===== src/rtl/core/tlvd_pkg.sv =====
// Package for the TLV message deframer core.
// Holds the phase and event codes, the result record and the reset limit.
// No dependencies.
package tlvd_pkg;

    localparam logic [15:0] MAX_FIELD_RESET = 16'd2048;

    typedef enum logic [1:0] {
        PH_HEADER   = 2'd0,
        PH_PAYLOAD  = 2'd1,
        PH_REJECTED = 2'd2
    } phase_t;

    typedef enum logic [1:0] {
        EV_PAYLOAD = 2'd0,
        EV_EMPTY   = 2'd1,
        EV_REJECT  = 2'd2
    } event_t;

    typedef struct packed {
        event_t      evt;
        logic [15:0] id;
        logic [7:0]  data;
        logic        last;
    } result_t;

endpackage


===== src/rtl/core/tlvd_input_stage.sv =====
// Input register of the TLV deframer: holds one accepted byte request.
// Depends on tlvd_pkg.
module tlvd_input_stage
    import tlvd_pkg::*;
(
    input  logic       clk,
    input  logic       rst_n,
    input  logic       in_valid,
    output logic       in_stall,
    input  logic [7:0] data_byte,
    input  logic       advance,
    output logic       held_valid,
    output logic [7:0] held_byte
);

    logic       valid_reg;
    logic       valid_next;
    logic [7:0] byte_reg;
    logic       accept;

    assign in_stall   = valid_reg && !advance;
    assign accept     = in_valid && !in_stall;
    assign held_valid = valid_reg;
    assign held_byte  = byte_reg;

    always_comb
    begin
        if (accept)
        begin
            valid_next = 1'b1;
        end
        else if (advance)
        begin
            valid_next = 1'b0;
        end
        else
        begin
            valid_next = valid_reg;
        end
    end

    always_ff @(posedge clk or negedge rst_n)
    begin
        if (!rst_n)
        begin
            valid_reg <= 1'b0;
        end
        else
        begin
            valid_reg <= valid_next;
        end
    end

    always_ff @(posedge clk)
    begin
        if (accept)
        begin
            byte_reg <= data_byte;
        end
    end

endmodule


===== src/rtl/core/tlvd_parser.sv =====
// Framing state of the TLV deframer: header collection, limit check,
// payload countdown and the limit register. Depends on tlvd_pkg.
module tlvd_parser
    import tlvd_pkg::*;
(
    input  logic        clk,
    input  logic        rst_n,
    input  logic        cfg_wr_en,
    input  logic [15:0] cfg_wr_data,
    input  logic        held_valid,
    input  logic [7:0]  held_byte,
    input  logic        advance,
    output logic        res_valid,
    output result_t     res
);

    phase_t      phase_reg;
    phase_t      phase_next;
    logic [1:0]  count_reg;
    logic [1:0]  count_next;
    logic [23:0] shift_reg;
    logic [23:0] shift_next;
    logic [15:0] id_reg;
    logic [15:0] id_next;
    logic [15:0] remain_reg;
    logic [15:0] remain_next;
    logic [15:0] max_reg;
    logic [15:0] hdr_id;
    logic [15:0] hdr_len;
    logic        hdr_bad;
    logic        pay_last;

    assign hdr_id   = shift_reg[23:8];
    assign hdr_len  = {shift_reg[7:0], held_byte};
    assign hdr_bad  = (hdr_id > max_reg) || (hdr_len > max_reg);
    assign pay_last = (remain_reg <= 16'd1);

    always_comb
    begin
        phase_next  = phase_reg;
        count_next  = count_reg;
        shift_next  = shift_reg;
        id_next     = id_reg;
        remain_next = remain_reg;
        res_valid   = 1'b0;
        res.evt     = EV_PAYLOAD;
        res.id      = id_reg;
        res.data    = 8'd0;
        res.last    = 1'b0;
        case (phase_reg)
            PH_HEADER:
            begin
                if (count_reg != 2'd3)
                begin
                    shift_next = {shift_reg[15:0], held_byte};
                    count_next = count_reg + 2'd1;
                end
                else
                begin
                    count_next = 2'd0;
                    shift_next = 24'd0;
                    res.id     = hdr_id;
                    res.last   = 1'b1;
                    if (hdr_bad)
                    begin
                        phase_next = PH_REJECTED;
                        res_valid  = held_valid;
                        res.evt    = EV_REJECT;
                    end
                    else if (hdr_len == 16'd0)
                    begin
                        id_next     = hdr_id;
                        remain_next = 16'd0;
                        res_valid   = held_valid;
                        res.evt     = EV_EMPTY;
                    end
                    else
                    begin
                        id_next     = hdr_id;
                        remain_next = hdr_len;
                        phase_next  = PH_PAYLOAD;
                    end
                end
            end
            PH_PAYLOAD:
            begin
                res_valid = held_valid;
                res.evt   = EV_PAYLOAD;
                res.data  = held_byte;
                res.last  = pay_last;
                if (pay_last)
                begin
                    remain_next = 16'd0;
                    phase_next  = PH_HEADER;
                    count_next  = 2'd0;
                    shift_next  = 24'd0;
                end
                else
                begin
                    remain_next = remain_reg - 16'd1;
                end
            end
            default:
            begin
                // drop the byte
                phase_next = phase_reg;
            end
        endcase
    end

    always_ff @(posedge clk or negedge rst_n)
    begin
        if (!rst_n)
        begin
            phase_reg  <= PH_HEADER;
            count_reg  <= 2'd0;
            shift_reg  <= 24'd0;
            id_reg     <= 16'd0;
            remain_reg <= 16'd0;
        end
        else if (advance)
        begin
            phase_reg  <= phase_next;
            count_reg  <= count_next;
            shift_reg  <= shift_next;
            id_reg     <= id_next;
            remain_reg <= remain_next;
        end
    end

    always_ff @(posedge clk or negedge rst_n)
    begin
        if (!rst_n)
        begin
            max_reg <= MAX_FIELD_RESET;
        end
        else if (cfg_wr_en)
        begin
            max_reg <= cfg_wr_data;
        end
    end

endmodule


===== src/rtl/core/tlvd_output_stage.sv =====
// Result register of the TLV deframer: holds one result request until taken.
// Depends on tlvd_pkg for the result record.
module tlvd_output_stage
    import tlvd_pkg::*;
(
    input  logic    clk,
    input  logic    rst_n,
    input  logic    load,
    input  result_t res,
    output logic    free,
    output logic    out_valid,
    input  logic    out_stall,
    output result_t held_res
);

    logic    valid_reg;
    logic    valid_next;
    result_t res_reg;

    assign free      = !valid_reg || !out_stall;
    assign out_valid = valid_reg;
    assign held_res  = res_reg;

    always_comb
    begin
        if (load)
        begin
            valid_next = 1'b1;
        end
        else if (!out_stall)
        begin
            valid_next = 1'b0;
        end
        else
        begin
            valid_next = valid_reg;
        end
    end

    always_ff @(posedge clk or negedge rst_n)
    begin
        if (!rst_n)
        begin
            valid_reg <= 1'b0;
        end
        else
        begin
            valid_reg <= valid_next;
        end
    end

    always_ff @(posedge clk)
    begin
        if (load)
        begin
            res_reg <= res;
        end
    end

endmodule


===== src/rtl/core/tlv_message_deframer_core.sv =====
// TLV message deframer, top level.
// Instantiates tlvd_input_stage, tlvd_parser and tlvd_output_stage; uses tlvd_pkg.
//
// Input channel: one stream byte per request on data_byte, in_valid/in_stall.
// Output channel: event_res, message_id, payload_byte, last_of_message,
// out_valid/out_stall. Header: 16-bit big-endian id, then 16-bit length.
// Events: 0 payload byte, 1 empty message, 2 header rejected (id or length
// above the limit); after a rejection every later byte is dropped.
// Configuration: cfg_wr_en writes cfg_wr_data into the limit register.
// A byte accepted into the input register has its result, if any, loaded
// into the result register once the result register is free. Throughput:
// one byte per cycle while the receiver does not stall. The first three
// header bytes and the fourth byte of an accepted non-empty header give no result.
// Reset: framing restarts at the header, the limit returns to 2048, both
// channels go empty. When the receiver stalls, the result holds; one more
// byte is taken into the input register, and bytes that give no result
// keep moving through.
module tlv_message_deframer_core
    import tlvd_pkg::*;
(
    input  logic        clk,
    input  logic        rst_n,
    input  logic        cfg_wr_en,
    input  logic [15:0] cfg_wr_data,
    input  logic        in_valid,
    output logic        in_stall,
    input  logic [7:0]  data_byte,
    output logic        out_valid,
    input  logic        out_stall,
    output logic [1:0]  event_res,
    output logic [15:0] message_id,
    output logic [7:0]  payload_byte,
    output logic        last_of_message
);

    logic       held_valid;
    logic [7:0] held_byte;
    logic       advance;
    logic       res_valid;
    logic       out_free;
    result_t    res;
    result_t    out_res;

    assign advance = held_valid && (out_free || !res_valid);

    tlvd_input_stage u_input
    (
        .clk        (clk),
        .rst_n      (rst_n),
        .in_valid   (in_valid),
        .in_stall   (in_stall),
        .data_byte  (data_byte),
        .advance    (advance),
        .held_valid (held_valid),
        .held_byte  (held_byte)
    );

    tlvd_parser u_parser
    (
        .clk         (clk),
        .rst_n       (rst_n),
        .cfg_wr_en   (cfg_wr_en),
        .cfg_wr_data (cfg_wr_data),
        .held_valid  (held_valid),
        .held_byte   (held_byte),
        .advance     (advance),
        .res_valid   (res_valid),
        .res         (res)
    );

    tlvd_output_stage u_output
    (
        .clk       (clk),
        .rst_n     (rst_n),
        .load      (advance && res_valid),
        .res       (res),
        .free      (out_free),
        .out_valid (out_valid),
        .out_stall (out_stall),
        .held_res  (out_res)
    );

    assign event_res       = out_res.evt;
    assign message_id      = out_res.id;
    assign payload_byte    = out_res.data;
    assign last_of_message = out_res.last;

endmodule

===== config.mk =====
export PLATFORM = sky130hd
export DESIGN_NAME = tlv_message_deframer_core
export DESIGN_NICKNAME = d
export VERILOG_FILES = /design/src/rtl/core/tlvd_pkg.sv /design/src/rtl/core/tlvd_input_stage.sv /design/src/rtl/core/tlvd_parser.sv /design/src/rtl/core/tlvd_output_stage.sv /design/src/rtl/core/tlv_message_deframer_core.sv
export SDC_FILE = /design/constraint.sdc
export NUM_CORES = 1
export LEC_CHECK = 0
export ABC_AREA = 1
export ABC_CLOCK_PERIOD_IN_PS = 3850
export BUFFER_PORTS_ARGS = -buffer_cell sky130_fd_sc_hd__buf_2
export CORE_UTILIZATION = 45
export CTS_CLUSTER_DIAMETER = 30
export DETAILED_ROUTE_END_ITERATION = 10
export GPL_TIMING_DRIVEN = 0
export PLACE_DENSITY = 0.72
export SETUP_SLACK_MARGIN = 0.02
export SLEW_MARGIN = 20
export SYNTH_ARGS = -nofsm -noshare
export SYNTH_HDL_FRONTEND = slang
export SYNTH_SLANG_ARGS = --single-unit

===== constraint.sdc =====
create_clock -name clk -period 3.85 [get_ports clk]
set_input_delay 0.77 -clock clk [delete_from_list [all_inputs] [get_ports clk]]
set_output_delay 0.77 -clock clk [all_outputs]
set_load 0.05 [all_outputs]

# [Word-level counts from Yosys, hierarchy flattened]
# Index checks and enable logic that the tools add are counted.
[totals] reg_bits=113 latch_bits=0 ram_bits=0 mem_bits_ro=0 inputBits=29 out_inout_bits=29 elab_cells=80 mem_count=0
[classes] addsub=2 multipliers=0 n_div=0 magnitude_cmp=3 n_eq_ne=7 shifts=0 n_mux=29 bitwise=3 reduce_logical=22
[op_table] operator="2-to-1 mux 16 bit" n=6
[op_table] operator="2-to-1 mux 24 bit" n=2
[op_table] operator="one-hot mux 24 bit (2 select lines)" n=1
[op_table] operator="greater-than comparator 16 bit" n=2
[op_table] operator="one-hot mux 16 bit (2 select lines)" n=1
[op_table] operator="<= comparator 16 x 1 -> 1 bit (second input constant)" n=1
[op_table] operator="logical NOT 16 bit" n=1
[op_table] operator="subtractor 16 x 1 -> 16 bit (second input constant)" n=1
[op_table] operator="2-to-1 mux 2 bit" n=6
[op_table] operator="2-to-1 mux 1 bit" n=9
[op_table] operator="one-hot mux 2 bit (2 select lines)" n=2
[op_table] operator="AND reduction 4 bit" n=2
[op_table] operator="!= test 2 bit (second input constant)" n=3
[op_table] operator="logical NOT 1 bit" n=5
[op_table] operator="AND reduction 5 bit" n=1
[op_table] operator="logical AND 1 bit" n=4
[op_table] operator="!= test 2 x 1 -> 1 bit (second input constant)" n=2
[op_table] operator="one-hot mux 1 bit (2 select lines)" n=2
[op_table] operator="nonzero test 2 bit" n=2
[op_table] operator="logical OR 1 bit" n=3
[op_table] operator="!= test 3 x 2 -> 1 bit (second input constant)" n=1
[op_table] operator="NOT 1 bit" n=3
[op_table] operator="AND reduction 3 bit" n=1
[op_table] operator="OR reduction 3 bit" n=1
[op_table] operator="4 further kinds" n=4

# [Longest topological paths before layout]
[depth] ltp_word=13 depth_mapped=20 depth_no_buf=19

# [By module]
# A second synthesis with hierarchy kept.
[hier_totals] hier_cells=635 area_unflattened_um2=5921.9
[by_module_without_submodules] module="tlvd_parser" instances=1 cells_per_inst=584 area_each_um2=4747.1 seq_area_each_um2=1903.1
[by_module_without_submodules] module="tlvd_output_stage" instances=1 cells_per_inst=31 area_each_um2=852.1 seq_area_each_um2=835.8
[by_module_without_submodules] module="tlvd_input_stage" instances=1 cells_per_inst=15 area_each_um2=297.8 seq_area_each_um2=265.3
[by_module_without_submodules] module="tlv_message_deframer_core" instances=1 cells_per_inst=5 area_each_um2=25.0 seq_area_each_um2=0.0

# [Worst setup path after synthesis]
# Ideal clock, no wire load.
[synth_path] path_type="flip-flop to flip-flop" start="register u_parser.max_reg[11]" end="register u_output.res_reg, in the netlist u_output.held_res[0] (enable)" setup_ns=0.411 arrival_time_ns=2.736 required_ns=3.439 slack_ns=0.703 path_stages_with_launch=13 path_buffers=0 period_less_slack_ns=3.147 path_cell_list="dfstp_2 > inv_1 > ha_1 > nand4_1 > nor3_2 > nand2_1 > nand2_1 > nand2_2 > nand2_4 > nand2_4 > nand2_4 > nand2_1 > nor2_1"
[synth_via] elab_chain_len=9 word_cells_on_any_way=10 cone_classes="order compare (2); mux (3); reduce/logical (5)"
[synth_lines] element="start: declaration" line="tlvd_parser.sv:27" source="logic [15:0] max_reg;"
[synth_lines] element="start signal: assignment" line="tlvd_parser.sv:139" source="max_reg <= cfg_wr_data;"
[synth_lines] element="greater-than comparator 16 bit" line="tlvd_parser.sv:35" source="assign hdr_bad = (hdr_id > max_reg) || (hdr_len > max_reg);"
[synth_lines] element="logical OR 1 bit (*)" line="tlvd_parser.sv:35"
[synth_lines] element="2-to-1 mux 1 bit (*)" line="tlvd_parser.sv:64" source="if (hdr_bad)"
[synth_lines] element="2-to-1 mux 1 bit (*)" line="tlvd_parser.sv:53" source="if (count_reg != 2'd3)"
[synth_lines] element="one-hot mux 1 bit (2 select lines) (*)" line="tlvd_parser.sv:50" source="case (phase_reg)"
[synth_lines] element="logical NOT 1 bit" line="tlv_message_deframer_core.sv:44" source="assign advance = held_valid && (out_free || !res_valid);"
[synth_lines] element="logical OR 1 bit" line="tlv_message_deframer_core.sv:44"
[synth_lines] element="logical AND 1 bit" line="tlv_message_deframer_core.sv:44"
[synth_lines] element="logical AND 1 bit (*)" line="tlv_message_deframer_core.sv:75" source=".load (advance && res_valid),"
[synth_lines] element="net u_output.load" line="tlvd_output_stage.sv:8" source="input logic load,"
[synth_lines] element="end signal: assignment" line="tlvd_output_stage.sv:56" source="res_reg <= res;"
[synth_lines] element="end: declaration" line="tlvd_output_stage.sv:18" source="result_t res_reg;"
# The timed path passes the listed nets; every way through them passes the cells marked *.
# A chain may end at the register's enable or synchronous reset.

# [Worst setup path after layout]
[layout_path] start="register u_parser.max_reg[11]" end="output port in_stall"
[layout_via] elab_chain_len=10 word_cells_on_any_way=11 cone_classes="order compare (2); mux (3); reduce/logical (6)"
[layout_lines] element="greater-than comparator 16 bit" line="tlvd_parser.sv:35"
[layout_lines] element="logical OR 1 bit (*)" line="tlvd_parser.sv:35"
[layout_lines] element="2-to-1 mux 1 bit (*)" line="tlvd_parser.sv:64"
[layout_lines] element="2-to-1 mux 1 bit (*)" line="tlvd_parser.sv:53"
[layout_lines] element="one-hot mux 1 bit (2 select lines) (*)" line="tlvd_parser.sv:50"
[layout_lines] element="logical NOT 1 bit (*)" line="tlv_message_deframer_core.sv:44"
[layout_lines] element="logical OR 1 bit (*)" line="tlv_message_deframer_core.sv:44"
[layout_lines] element="logical AND 1 bit (*)" line="tlv_message_deframer_core.sv:44"
[layout_lines] element="logical NOT 1 bit (*)" line="tlvd_input_stage.sv:21" source="assign in_stall = valid_reg && !advance;"
[layout_lines] element="logical AND 1 bit (*)" line="tlvd_input_stage.sv:21"
[layout_lines] element="end: declaration" line="tlv_message_deframer_core.sv:26" source="output logic in_stall,"
# Every way passes the cells marked *; elsewhere a longest branch is shown, timed or not.

==> run_results.csv <==
group,metric,value,unit
synth,yosys_warnings,0,
floorplanning,boundaryPins,58,
synth,synthTopCellsByArea,"dfrtp_1 (32%), edfxtp_1 (18%), nand2_1 (11%)",
synth,ys_seq_elements,113,
layout,drive_above_1_share,17.3,%
placed_design,place_congestion,0.866,
setup_path,reg2reg_depth,12,
floorplanning,die_w,117,µm
drt,antenna_left,0,
drt,wl,13.7,mm
cts,cts_resized,0,
synth,syn-cell-area,5990,µm²
placed_design,dp_hpwl,10.5,mm
layout,nets,822,
setup_path,rr_endpoint,"u_output.held_res[21]",
timing,finalSetupViolCount,0,
setup_path,rr_startpoint,"u_parser.max_reg[11]",
drt,drt_pre_antenna_iters,5,
synth,yosysTopAreaCell,"dfrtp_1",
drt,vias,4880,
global_routing,grt.met2_usage,36.4,%
global_routing,overflow,0,
synth,synth_most_common_cell,"nand2_1",
drt,avgRoutedWirePerCell,14.6,µm
global_routing,grt_max_degree,52,
setup_path,path_max_fanout,6,
layout,final_util,55.3,%
global_routing,antenna_found_initial,0,
timing,finalHoldViolations,0,
drt,post-route-drc-count,0,
outcome,outcome,"completed",
floorplanning,rows,41,
synth,synth-edff-count,35,
setup_path,cp-end-kind,"output port",
setup_path,critPathLaunchType,"register",
timing,finalCritPeriodShare,89.0,%
synth,synth_area_per_cell,8.79,µm²
global_routing,grt.busiest_layer,"met2",
layout,antenna_cells,0,
timing,finalCriticalPeriod,3.43,ns
layout,num-fill-cells,1126,
min_path,hold_class,"in -> async",
timing,tightest_slew,0.744,ns
cts,cts_root_buf,"clkbuf_16",
setup_path,cp.depth,13,
cts,tritoncts,"built",
cts,cts_buffer_depth,2,
setup_path,cp_top_family,"simple AND/OR/NAND/NOR gates",
timing,grt_setup_unrepaired,"false",
setup_path,crit_chain,"inv_1 -> ha_1 -> nand2_1 -> o21ai_0 -> a21oi_1 -> nand2_1 -> nand2_2 -> nand2_4 -> nand2_4 -> nand2_4 -> nand3_4 -> inv_1 -> buf_2",
timing,clock_skew,0.0114,ns
setup_path,worstPathArrival,2.66,ns
power_and_ir_drop,ir_drop,0.272,mV
placed_design,port_buffers,57,
global_routing,use_met3,5.11,%
cts,cts-buffers-inserted,17,
cts,clkLatencyLatePin,0.42,ns
synth,synth_ff_type,"dfrtp_1",
cts,hold_buffers,0,
synth,yosysTopAreaCellShare,32.2,%
floorplanning,die_h,117,µm
setup_path,worstSetupPathType,"reg -> out",
floorplanning,core,12800,µm²
power_and_ir_drop,power_density,403,nW/µm²
global_routing,use_met1,25.5,%
setup_path,crit_path_frequent_cell,"nand2_4",
cts,path_clk_slew,0.05,ns
setup_path,slowest_stage,"dfstp_2",
setup_path,required,3.08,ns
flow_run,drv_cap,0,
setup_path,r2r_slack,0.99,ns
timing,slew_headroom,50.3,%
timing,setup_tns,0,ns
power_and_ir_drop,p_leak,3.43,nW
layout,area_growth,18.0,%
cts,post_cts_buffers,0,
global_routing,first_global_vias,4936,
synth,synthDistinctLibCells,37,
timing,max_freq,292,MHz
global_routing,grt.total_usage,21.7,%
synth,ys_seq_area_share,50.2,%
synth,syn_inst,681,
power_and_ir_drop,power,0.00285,W
global_routing,grt_first_pass_wirelength,23.4,mm
synth,async_flop_share,69.0,%
setup_path,slowest_delay,0.52,ns
floorplanning,initial_core_util,46.9,%
drt,drt_iter0_markers,312,
synth,synth_commonest_cells,"nand2_1 (182), dfrtp_1 (77), inv_1 (73)",
cts,ctsHtreeMaxLevel,4,
timing,report.final.slew_viol_count,0,
synth,syn_nets,745,
layout,largest_reg_flops,27,
setup_path,path_buf_inv,3,
drt,avgViaCountPerCell,5.17,
cts,cts_num_sinks,113,
floorplanning,die_area,13800,µm²
[worst max-delay path by stage]
stage | start | end | slack (ns)
floorplan | u_parser.max_reg[11] | u_output.held_res[0] | 0.70
global placement | u_parser.max_reg[11] | u_output.held_res[22] | 0.11
detailed placement | u_parser.max_reg[11] | in_stall | 0.85
CTS | u_parser.max_reg[11] | in_stall | 0.40
global route | u_parser.max_reg[11] | in_stall | 0.25
finish | u_parser.max_reg[11] | in_stall | 0.42
[worst reg2reg max path: stages, from the launching register on]
cell     delay, ns
dfstp_2       0.52
inv_1         0.08
ha_1          0.33
nand2_1       0.06
o21ai_0       0.24
a21oi_1       0.10
nand2_1       0.09
nand2_2       0.09
nand2_4       0.11
nand2_4       0.07
nand2_4       0.09
nand2_1       0.11
nor2_4        0.59
[layer usage]
metal | wire length (µm) | up-vias
met5 | 0 | -
met4 | 480 | 0
met3 | 574 | 37
met2 | 6730 | 144
met1 | 5960 | 2320
li1 | - | 2379
[through the flow]
| step | hold slack (ns) | cell area (µm²) | cells | setup slack (ns) |
|---|---|---|---|---|
| floorplan | 0.442 | 5990 | 681 | 0.703 |
| global placement | 0.457 | 6490 | 910 | 0.109 |
| detailed placement | 0.462 | 6530 | 911 | 0.853 |
| CTS | 0.277 | 7070 | 943 | 0.396 |
| global route | 0.290 | 7070 | 943 | 0.246 |
| finish | 0.273 | 7070 | 943 | 0.423 |
[final cells by class]
cell class | instances | area (µm²) | share of cell area [%]
sequential | 113 | 3000 | 42.5
multi-input combinational | 467 | 2540 | 36.0
clock buffer | 26 | 510 | 7.22
timing repair buffer | 58 | 315 | 4.46
inverter | 76 | 285 | 4.04
tap | 172 | 215 | 3.05
buffer | 25 | 164 | 2.32
clock inverter | 6 | 30.0 | 0.425
[power by group]
| part | leakage [nW] | internal, W | total [W] | switching, W |
|---|---|---|---|---|
| clock | 0.273 | 0.000902 | 0.00141 | 0.000511 |
| combinational | 1.85 | 0.0000557 | 0.000163 | 0.000107 |
| sequential | 1.32 | 0.00126 | 0.00127 | 0.0000109 |
[kinds of logic (layout without fill, tap and decap cells)]
kind of cell	count (synthesis)	in the layout	share of synthesized area, %
buffers and inverters	101	191	7.50
adder cells (fa/ha/maj)	35	35	7.31
AND/OR/NAND/NOR	329	329	24.5
XOR/XNOR	12	12	1.76
AO/OA/AOI/OAI	90	90	8.57
multiplexers	1	1	0.188
flip-flops	113	113	50.2
[cells in the final DEF, fill, tap and decap left out, types with 2 or more instances in the layout]
cell	netlist	layout
inv_2	3	3
dfrtp_1	77	77
a21oi_1	15	15
buf_2	5	61
buf_6	7	7
or2_2	2	2
a21o_1	2	2
nand2_2	5	5
nand4_1	6	6
nand3_1	49	49
nor3_1	3	3
o22ai_1	16	16
clkbuf_16	0	18
clkbuf_8	0	3
clkbuf_1	9	14
buf_4	2	3
nand2_1	182	182
clkinv_2	0	6
xnor2_1	3	3
nor2_4	2	3
nand3_4	3	3
nand2_4	3	3
nor2_1	64	63
o21ai_0	53	53
edfxtp_1	35	35
ha_1	35	35
nand3_2	6	6
inv_1	73	73
xor2_1	9	9
nor3_2	2	2
(Power assumes the default switching activity.)
